==> config.mk <==
export PLATFORM = sky130hd
export DESIGN_NAME = i2c_bit_bang_master
export DESIGN_NICKNAME = d
export VERILOG_FILES = /design/src/rtl/core/i2cbb_pkg.sv /design/src/rtl/core/i2cbb_seq.sv /design/src/rtl/core/i2cbb_out_reg.sv /design/src/rtl/core/i2c_bit_bang_master.sv
export SDC_FILE = /design/constraint.sdc
export NUM_CORES = 1
export LEC_CHECK = 0
export BUFFER_PORTS_ARGS = -buffer_cell sky130_fd_sc_hd__buf_4
export CELL_PAD_IN_SITES_DETAIL_PLACEMENT = 0
export CELL_PAD_IN_SITES_GLOBAL_PLACEMENT = 1
export CORE_UTILIZATION = 50
export CTS_CLUSTER_DIAMETER = 80
export DETAILED_ROUTE_END_ITERATION = 6
export PLACE_DENSITY_LB_ADDON = 0.1
export SYNTH_ARGS = -nofsm -noshare
export SYNTH_HDL_FRONTEND = slang
export SYNTH_SLANG_ARGS = --single-unit
==> constraint.sdc <==
create_clock -name clk -period 6.6 [get_ports clk]
set_clock_uncertainty 0.2 [all_clocks]
set_input_delay 0.66 -clock clk [delete_from_list [all_inputs] [get_ports clk]]
set_output_delay 0.66 -clock clk [all_outputs]
set_load 0.01 [all_outputs]
==> src/rtl/core/i2cbb_pkg.sv <==
`timescale 1ns / 1ps
// Shared types and codes for the I2C bit-bang master.
// No dependencies; imported by every module of the block.
package i2cbb_pkg;

    localparam logic [1:0] CMD_START = 2'd0;
    localparam logic [1:0] CMD_SEND  = 2'd1;
    localparam logic [1:0] CMD_GET   = 2'd2;
    localparam logic [1:0] CMD_STOP  = 2'd3;

    localparam logic [15:0] HALF_PERIOD_RESET = 16'd250;

    typedef struct packed {
        logic       cmd_valid;
        logic [1:0] command;
        logic [6:0] slave_address;
        logic       read_not_write;
        logic [7:0] tx_byte;
        logic       master_nack;
        logic       sda_in;
    } i2cbb_item_t;

    typedef struct packed {
        logic       scl_out;
        logic       sda_out;
        logic       sda_drive;
        logic       busy_res;
        logic       done_res;
        logic [7:0] rx_byte;
        logic       slave_ack;
    } i2cbb_res_t;

endpackage

==> src/rtl/core/i2cbb_seq.sv <==
`timescale 1ns / 1ps
// Bus sequencer: phase state, tick counter, shift register and pin levels.
// Advances one tick per step; depends on i2cbb_pkg.
module i2cbb_seq
    import i2cbb_pkg::*;
#(
    parameter int DELAY_COUNTER_WIDTH = 16
)
(
    input  logic        clk,
    input  logic        rst_n,
    input  logic        step,
    input  i2cbb_item_t item,
    input  logic [15:0] half_period,
    output i2cbb_res_t  res
);

    localparam int CW = DELAY_COUNTER_WIDTH;
    localparam int LW = ((CW > 16) ? CW : 16) + 1;

    localparam logic [3:0] PH_IDLE   = 4'd0;
    localparam logic [3:0] PH_ST_A   = 4'd1;
    localparam logic [3:0] PH_ST_B   = 4'd2;
    localparam logic [3:0] PH_ST_C   = 4'd3;
    localparam logic [3:0] PH_BIT_HI = 4'd4;
    localparam logic [3:0] PH_BIT_LO = 4'd5;
    localparam logic [3:0] PH_ACK_HI = 4'd6;
    localparam logic [3:0] PH_ACK_LO = 4'd7;
    localparam logic [3:0] PH_RD_HI  = 4'd8;
    localparam logic [3:0] PH_RD_LO  = 4'd9;
    localparam logic [3:0] PH_MA_HI  = 4'd10;
    localparam logic [3:0] PH_MA_LO  = 4'd11;
    localparam logic [3:0] PH_SP_A   = 4'd12;
    localparam logic [3:0] PH_SP_B   = 4'd13;
    localparam logic [3:0] PH_SP_C   = 4'd14;

    localparam logic [3:0] BITS_PER_BYTE = 4'd8;

    logic [3:0]    phase_reg, phase_next;
    logic [3:0]    bitc_reg, bitc_next;
    logic [7:0]    shift_reg, shift_next;
    logic [CW-1:0] tick_reg, tick_next;
    logic          scl_reg, scl_next;
    logic          sda_reg, sda_next;
    logic          en_reg, en_next;
    logic [7:0]    rxb_reg, rxb_next;
    logic          ack_reg, ack_next;
    logic          done;

    logic [LW-1:0] half_ext;
    logic [LW-1:0] cap;
    logic [LW-1:0] eff_len;
    logic [LW-1:0] tick_inc;
    logic          phase_end;
    logic [3:0]    bitc_inc;

    // Zero counts as one tick; lengths beyond the counter range saturate.
    assign half_ext  = LW'(half_period);
    assign cap       = LW'(1) << CW;
    assign eff_len   = (half_period == 16'd0) ? LW'(1) :
                       ((half_ext > cap) ? cap : half_ext);
    assign tick_inc  = LW'(tick_reg) + LW'(1);
    assign phase_end = (tick_inc >= eff_len);
    assign bitc_inc  = bitc_reg + 4'd1;

    always_comb
    begin
        phase_next = phase_reg;
        bitc_next  = bitc_reg;
        shift_next = shift_reg;
        tick_next  = tick_reg;
        scl_next   = scl_reg;
        sda_next   = sda_reg;
        en_next    = en_reg;
        rxb_next   = rxb_reg;
        ack_next   = ack_reg;
        done       = 1'b0;

        if (phase_reg == PH_IDLE)
        begin
            if (item.cmd_valid)
            begin
                tick_next = '0;
                bitc_next = '0;
                unique case (item.command)
                    CMD_START:
                    begin
                        shift_next = {item.slave_address, item.read_not_write};
                        en_next    = 1'b1;
                        sda_next   = 1'b1;
                        scl_next   = 1'b1;
                        phase_next = PH_ST_A;
                    end
                    CMD_SEND:
                    begin
                        shift_next = item.tx_byte;
                        en_next    = 1'b1;
                        sda_next   = item.tx_byte[7];
                        scl_next   = 1'b1;
                        phase_next = PH_BIT_HI;
                    end
                    CMD_GET:
                    begin
                        shift_next = '0;
                        en_next    = 1'b0;
                        sda_next   = item.master_nack;
                        scl_next   = 1'b1;
                        phase_next = PH_RD_HI;
                    end
                    CMD_STOP:
                    begin
                        en_next    = 1'b1;
                        sda_next   = 1'b0;
                        phase_next = PH_SP_A;
                    end
                    default:
                    begin
                        phase_next = PH_IDLE;
                    end
                endcase
            end
        end
        else if (phase_end)
        begin
            tick_next = '0;
            unique case (phase_reg)
                PH_ST_A:
                begin
                    sda_next   = 1'b0;
                    phase_next = PH_ST_B;
                end
                PH_ST_B:
                begin
                    scl_next   = 1'b0;
                    phase_next = PH_ST_C;
                end
                PH_ST_C:
                begin
                    bitc_next  = '0;
                    en_next    = 1'b1;
                    sda_next   = shift_reg[7];
                    scl_next   = 1'b1;
                    phase_next = PH_BIT_HI;
                end
                PH_BIT_HI:
                begin
                    scl_next   = 1'b0;
                    phase_next = PH_BIT_LO;
                end
                PH_BIT_LO:
                begin
                    bitc_next  = bitc_inc;
                    shift_next = {shift_reg[6:0], 1'b0};
                    scl_next   = 1'b1;
                    if (bitc_inc >= BITS_PER_BYTE)
                    begin
                        // release SDA for the slave ACK slot
                        en_next    = 1'b0;
                        phase_next = PH_ACK_HI;
                    end
                    else
                    begin
                        sda_next   = shift_reg[6];
                        phase_next = PH_BIT_HI;
                    end
                end
                PH_ACK_HI:
                begin
                    ack_next   = item.sda_in;
                    scl_next   = 1'b0;
                    phase_next = PH_ACK_LO;
                end
                PH_ACK_LO:
                begin
                    en_next    = 1'b1;
                    done       = 1'b1;
                    phase_next = PH_IDLE;
                end
                PH_RD_HI:
                begin
                    shift_next = {shift_reg[6:0], item.sda_in};
                    scl_next   = 1'b0;
                    phase_next = PH_RD_LO;
                end
                PH_RD_LO:
                begin
                    bitc_next = bitc_inc;
                    scl_next  = 1'b1;
                    if (bitc_inc >= BITS_PER_BYTE)
                    begin
                        rxb_next   = shift_reg;
                        en_next    = 1'b1;
                        phase_next = PH_MA_HI;
                    end
                    else
                    begin
                        phase_next = PH_RD_HI;
                    end
                end
                PH_MA_HI:
                begin
                    scl_next   = 1'b0;
                    phase_next = PH_MA_LO;
                end
                PH_SP_A:
                begin
                    scl_next   = 1'b1;
                    phase_next = PH_SP_B;
                end
                PH_SP_B:
                begin
                    sda_next   = 1'b1;
                    phase_next = PH_SP_C;
                end
                default:
                begin
                    // end of master ACK, end of stop, and unused codes
                    done       = 1'b1;
                    phase_next = PH_IDLE;
                end
            endcase
        end
        else
        begin
            tick_next = tick_inc[CW-1:0];
        end
    end

    always_ff @(posedge clk or negedge rst_n)
    begin
        if (!rst_n)
        begin
            phase_reg <= PH_IDLE;
            bitc_reg  <= '0;
            shift_reg <= '0;
            tick_reg  <= '0;
            scl_reg   <= 1'b1;
            sda_reg   <= 1'b1;
            en_reg    <= 1'b1;
            rxb_reg   <= '0;
            ack_reg   <= 1'b1;
        end
        else if (step)
        begin
            phase_reg <= phase_next;
            bitc_reg  <= bitc_next;
            shift_reg <= shift_next;
            tick_reg  <= tick_next;
            scl_reg   <= scl_next;
            sda_reg   <= sda_next;
            en_reg    <= en_next;
            rxb_reg   <= rxb_next;
            ack_reg   <= ack_next;
        end
    end

    assign res.scl_out   = scl_next;
    assign res.sda_out   = sda_next;
    assign res.sda_drive = en_next;
    assign res.busy_res  = (phase_next != PH_IDLE);
    assign res.done_res  = done;
    assign res.rx_byte   = rxb_next;
    assign res.slave_ack = ack_next;

    a_done_not_busy: assert property (@(posedge clk) disable iff (!rst_n)
        (step && done) |-> !res.busy_res)
        else $error("done reported while still busy");

    a_release_phase: assert property (@(posedge clk) disable iff (!rst_n)
        !en_reg |-> (phase_reg == PH_ACK_HI || phase_reg == PH_ACK_LO ||
                     phase_reg == PH_RD_HI || phase_reg == PH_RD_LO))
        else $error("SDA released outside an ACK or read slot");

    a_bit_count: assert property (@(posedge clk) disable iff (!rst_n)
        bitc_reg <= BITS_PER_BYTE)
        else $error("bit counter ran past one byte");

    a_idle_hold: assert property (@(posedge clk) disable iff (!rst_n)
        (step && phase_reg == PH_IDLE && !item.cmd_valid) |=> (phase_reg == PH_IDLE))
        else $error("left idle without a command");

endmodule

==> src/rtl/core/i2cbb_out_reg.sv <==
`timescale 1ns / 1ps
// Result register for the I2C bit-bang master output channel.
// Holds one result under stall; depends on i2cbb_pkg.
module i2cbb_out_reg
    import i2cbb_pkg::*;
(
    input  logic       clk,
    input  logic       rst_n,
    input  logic       load,
    input  i2cbb_res_t res,
    input  logic       out_stall,
    output logic       out_valid,
    output i2cbb_res_t res_q
);

    logic       vld_reg, vld_next;
    i2cbb_res_t data_reg;

    always_comb
    begin
        vld_next = vld_reg;
        if (load)
            vld_next = 1'b1;
        else if (!out_stall)
            vld_next = 1'b0;
    end

    always_ff @(posedge clk or negedge rst_n)
    begin
        if (!rst_n)
            vld_reg <= 1'b0;
        else
            vld_reg <= vld_next;
    end

    always_ff @(posedge clk)
    begin
        if (load)
            data_reg <= res;
    end

    assign out_valid = vld_reg;
    assign res_q     = data_reg;

endmodule

==> src/rtl/core/i2c_bit_bang_master.sv <==
`timescale 1ns / 1ps
// Top level of the tick-driven I2C master: input register, sequencer, result register.
// Depends on i2cbb_pkg, i2cbb_seq and i2cbb_out_reg.
//
//  channel | handshake            | carries
//  --------+----------------------+------------------------------------------------
//  in      | in_valid / in_stall  | cmd_valid, command, slave_address,
//          |                      | read_not_write, tx_byte, master_nack, sda_in
//  out     | out_valid/out_stall  | scl_out, sda_out, sda_drive, busy_res, done_res,
//          |                      | rx_byte, slave_ack
//  cfg     | cfg_valid/cfg_ready  | cfg_data = half_period_ticks
//
// One tick per clock unless the output stalls: a tick enters the input register,
// and the sequencer steps on it as its result is loaded into the output register.
// Full rate is set by the sequencer step, whose next-state logic is combinational.
// Reset puts the bus idle (SCL, SDA high, driven) and the half period at 250 ticks.
// A stalled output holds its result; the input stalls only while both stages are full.
module i2c_bit_bang_master
    import i2cbb_pkg::*;
#(
    parameter int DELAY_COUNTER_WIDTH = 16
)
(
    input  logic        clk,
    input  logic        rst_n,

    input  logic        in_valid,
    output logic        in_stall,
    input  logic        cmd_valid,
    input  logic [1:0]  command,
    input  logic [6:0]  slave_address,
    input  logic        read_not_write,
    input  logic [7:0]  tx_byte,
    input  logic        master_nack,
    input  logic        sda_in,

    output logic        out_valid,
    input  logic        out_stall,
    output logic        scl_out,
    output logic        sda_out,
    output logic        sda_drive,
    output logic        busy_res,
    output logic        done_res,
    output logic [7:0]  rx_byte,
    output logic        slave_ack,

    input  logic        cfg_valid,
    output logic        cfg_ready,
    input  logic [15:0] cfg_data
);

    logic        in_vld_reg, in_vld_next;
    i2cbb_item_t item_reg;
    logic [15:0] half_reg;
    logic        load;
    logic        accept;
    i2cbb_res_t  res;
    i2cbb_res_t  res_q;
    logic        out_vld;

    assign load     = in_vld_reg && (!out_vld || !out_stall);
    assign in_stall = in_vld_reg && !load;
    assign accept   = in_valid && !in_stall;

    always_comb
    begin
        in_vld_next = in_vld_reg;
        if (accept)
            in_vld_next = 1'b1;
        else if (load)
            in_vld_next = 1'b0;
    end

    always_ff @(posedge clk or negedge rst_n)
    begin
        if (!rst_n)
        begin
            in_vld_reg <= 1'b0;
            half_reg   <= HALF_PERIOD_RESET;
        end
        else
        begin
            in_vld_reg <= in_vld_next;
            if (cfg_valid)
                half_reg <= cfg_data;
        end
    end

    always_ff @(posedge clk)
    begin
        if (accept)
        begin
            item_reg.cmd_valid      <= cmd_valid;
            item_reg.command        <= command;
            item_reg.slave_address  <= slave_address;
            item_reg.read_not_write <= read_not_write;
            item_reg.tx_byte        <= tx_byte;
            item_reg.master_nack    <= master_nack;
            item_reg.sda_in         <= sda_in;
        end
    end

    assign cfg_ready = 1'b1;

    i2cbb_seq #(
        .DELAY_COUNTER_WIDTH (DELAY_COUNTER_WIDTH)
    ) u_seq (
        .clk         (clk),
        .rst_n       (rst_n),
        .step        (load),
        .item        (item_reg),
        .half_period (half_reg),
        .res         (res)
    );

    i2cbb_out_reg u_out (
        .clk       (clk),
        .rst_n     (rst_n),
        .load      (load),
        .res       (res),
        .out_stall (out_stall),
        .out_valid (out_vld),
        .res_q     (res_q)
    );

    assign out_valid = out_vld;
    assign scl_out   = res_q.scl_out;
    assign sda_out   = res_q.sda_out;
    assign sda_drive = res_q.sda_drive;
    assign busy_res  = res_q.busy_res;
    assign done_res  = res_q.done_res;
    assign rx_byte   = res_q.rx_byte;
    assign slave_ack = res_q.slave_ack;

endmodule

==> results.cfg <==
[outcome]
status = finished, final reports clean

[finish]
most_common_cell_after_layout_fill_and_taps_aside = sky130_fd_sc_hd__buf_4
layout-area-overhead-vs-synth_pct = 13.83
num_antenna_cells = 0
finalNetCount = 582
commonest_non_fill_non_tap_cells_in_the_layout = sky130_fd_sc_hd__buf_4 (58), sky130_fd_sc_hd__dfrtp_1 (52), sky130_fd_sc_hd__nand2_1 (47)
share_of_layout_cells_above_drive_strength_1_pct = 21.73
nFillCells = 867
largest_reg_flops = 21

[critical_path]
critical_path.slowest_cell = sky130_fd_sc_hd__o2111ai_2
cp_slowest_stage_delay_ps = 560
crit_fanout = 15
arrival_ps = 4490
worst-r2r-cell-count = 14
worst-path-stages = 14
critical_path.endpoint_type = flip-flop
timing.critical_path.from_type = flip-flop
cpLargestDelayFamily = compound AO/OA/AOI/OAI gates
crit_buf_inv = 0
worstPathCellList = ha_1, nand3_1, nor2_1, and4_1, nand3_1, xnor2_1, ha_1, a211oi_1, o21ai_0, o2111ai_1, o211ai_4, o2111ai_2, nand2b_1, mux2_2
path_class = flip-flop to flip-flop
critPathRequiredTime_ps = 6670

[drt]
route.vias.total = 3738
antenna_violating_nets_post_route = 0
final_routed_wire_length_divided_by_cell_count_um = 16.34
first_iter_violations = 214
drt_pre_antenna_iters = 5
route.final.wire_length_um = 10670
drc_errors = 0
via_density_per_instance = 5.724

[clock_tree]
clock_pin_slew_of_the_registers_on_the_worst_case_setup_and_hold_paths_ps = 110
cts.hold.buffers_added = 0
root_buffer = sky130_fd_sc_hd__clkbuf_8
clk_path_buf_depth = 2
cts_resized = 0
numCtsBuffers = 9
htree_num_levels = 3
cts.sinks = 97
clkLatencyLatePin_ps = 390
cts_tree = done
postCtsSetupRepairBufs = 0

[logic_synthesis]
syn-mean-instance-area_um2 = 10.83
synth_edf_count = 35
synthesis.nets = 539
postSynth.asyncResetShare_pct = 63.92
ys_ff_latch = 97
synth.top_cells.by_area = sky130_fd_sc_hd__dfrtp_1 (25%), sky130_fd_sc_hd__edfxtp_1 (21%), sky130_fd_sc_hd__ha_1 (6.1%), sky130_fd_sc_hd__dfstp_2 (5.1%), sky130_fd_sc_hd__o21ai_0 (4.2%)
post_synth_inst_count = 472
yosys.area.top_type_share_pct = 25.47
netlist.top_cell.by_area = sky130_fd_sc_hd__dfrtp_1
synth_seq_area_share_pct = 51.18
synth.yosys.warnings = 0
netlist_area_before_placement_mm2 = 0.005110
synth_ff_type = sky130_fd_sc_hd__dfrtp_1
post_synth_num_cell_types = 72

[min_path]
hp-class = primary input to async pin

[power_and_ir_drop]
power.static_leakage_nw = 2.582
power.density_cell_area_mw_per_mm2 = 250.7
ir_drop_uv = 105.6

[grt]
grt.total_usage_pct = 22.27
first_pass_grt_wire_length_um = 17620
vias_in_the_first_global_route = 3486
grt_antenna_before_repair = 0
maximum_number_of_pins_on_one_net_before_global_route_repair = 63
grt.overflow.total = 0

[flow_run]
max-cap-violations = 0

[die]
floorplan.rows = 36
die-area_mm2 = 0.01063
fp.dieH_um = 103.1
initial_utilization_pct = 52.04
die_w_um = 103.1
core-area_mm2 = 0.009819
io_pins = 59

[timing]
final_hold_viols = 0
timing.slew.headroom_pct = 31.96
fmax_mhz = 226.2
hold-worst-slack_ps = 138.8
fin_tns_setup_ps = 0
setup_violations = 0
final-max-slew-violation-count = 0
post-route-period-util_pct = 66.99
setup_repair_after_global_routing_missed_its_margin = no
layout_min_cycle_time_ps = 4422
worstMarginPinSlew_ps = 1013

[place]
io_buffer_count = 57
place.gp.congestion = 0.8970
place_hpwl_um = 7513
[where the power goes]
part           total [W]  switching (W)  internal [W]
clock           0.000405       0.000248      0.000157
combinational   0.000286       0.000162      0.000124
sequential      0.000768      0.0000772      0.000691
total            0.00146       0.000487      0.000971
[path summary, 6_finish.rpt]
path	end	from	slack, ps
max	u_seq.rxb_reg[0]	u_seq.tick_reg[0]	2180
min	u_seq.shift_reg[2]	rst_n	140
max reg2reg	u_seq.rxb_reg[0]	u_seq.tick_reg[0]	2180
min reg2reg	u_out.out_valid	in_vld_reg	310
max in group asynchronous	half_reg[2]	rst_n	5510
min in group clk	item_reg[12]	slave_address[1]	240
[layer usage]
| layer | part of all wire, % | GRT usage (%) | vias up |
|---|---|---|---|
| met2 | 44 | 31.79 | 109 |
| li1 | - | - | 1803 |
| met1 | 50 | 33.93 | 1817 |
| met5 | 0 | 0 | - |
| met4 | 1.1 | 6.934 | 0 |
| met3 | 4.9 | 4.407 | 9 |
[metrics by stage]
stage | instance area, um2 | instances | setup slack (ps) | utilization (%) | power [W]
floorplan | 5110 | 472 | 2788 | - | 0.0009639
global placement | 5599 | 637 | 2294 | 57.02 | 0.001059
detailed placement | 5599 | 637 | 2199 | 57.02 | 0.001064
CTS | 5817 | 653 | 2161 | 59.24 | 0.001471
global route | 5817 | 653 | 1829 | 59.24 | 0.001549
finish | 5817 | 653 | 2178 | 59.24 | 0.001458
[worst register-to-register path: cells and delay by family, from the launching register on]
kind                       cells  cell delay (ps)
AOI/OAI and AO/OA              5             1300
xor gates and xnor gates       1              230
adders and majority gates      2              540
DFF                            1              460
muxes                          1              390
and+or+nand+nor                5             1200
[Yosys cell counts, types with 6 or more instances]
| cell type | instances |
|---|---|
| sky130_fd_sc_hd__o21ai_0 | 43 |
| sky130_fd_sc_hd__mux2_2 | 12 |
| sky130_fd_sc_hd__dfrtp_1 | 52 |
| sky130_fd_sc_hd__nor3_1 | 9 |
| sky130_fd_sc_hd__nand2b_1 | 9 |
| sky130_fd_sc_hd__dfstp_2 | 10 |
| sky130_fd_sc_hd__mux2i_1 | 9 |
| sky130_fd_sc_hd__ha_1 | 25 |
| sky130_fd_sc_hd__xor2_1 | 6 |
| sky130_fd_sc_hd__xnor2_1 | 11 |
| sky130_fd_sc_hd__inv_1 | 32 |
| sky130_fd_sc_hd__a221o_1 | 7 |
| sky130_fd_sc_hd__a211oi_1 | 6 |
| sky130_fd_sc_hd__edfxtp_1 | 35 |
| sky130_fd_sc_hd__nor2_1 | 19 |
| sky130_fd_sc_hd__nand3_1 | 18 |
| sky130_fd_sc_hd__nor4_1 | 6 |
| sky130_fd_sc_hd__a22o_1 | 11 |
| sky130_fd_sc_hd__nand2_1 | 47 |
| sky130_fd_sc_hd__a21oi_1 | 11 |
| sky130_fd_sc_hd__clkbuf_1 | 19 |
[kinds of logic (layout without fill, tap and decap cells)]
group / after synthesis / in the layout / share of synthesized area, %
fa+ha+maj: 25 / 25 / 6.121
simple gates: 133 / 133 / 13.54
buf+inv: 60 / 108 / 4.897
xor+xnor: 17 / 17 / 2.914
flops: 97 / 97 / 51.18
compound gates: 113 / 113 / 15.62
other cells: 1 / 1 / 0.07339
mux: 26 / 26 / 5.656
[final cells by class]
cell class                      count  area [um2]  share of cell area, %
Clock buffer                        9       123.9                  2.129
Clock inverter                      7       93.84                  1.613
Inverter                           34       127.6                  2.194
Multi-Input combinational cell    315        2255                  38.76
Sequential cell                    97        2615                  44.96
Tap cell                          133       166.4                  2.861
Timing Repair Buffer               58       435.4                  7.485
(Power assumes the default switching activity.)
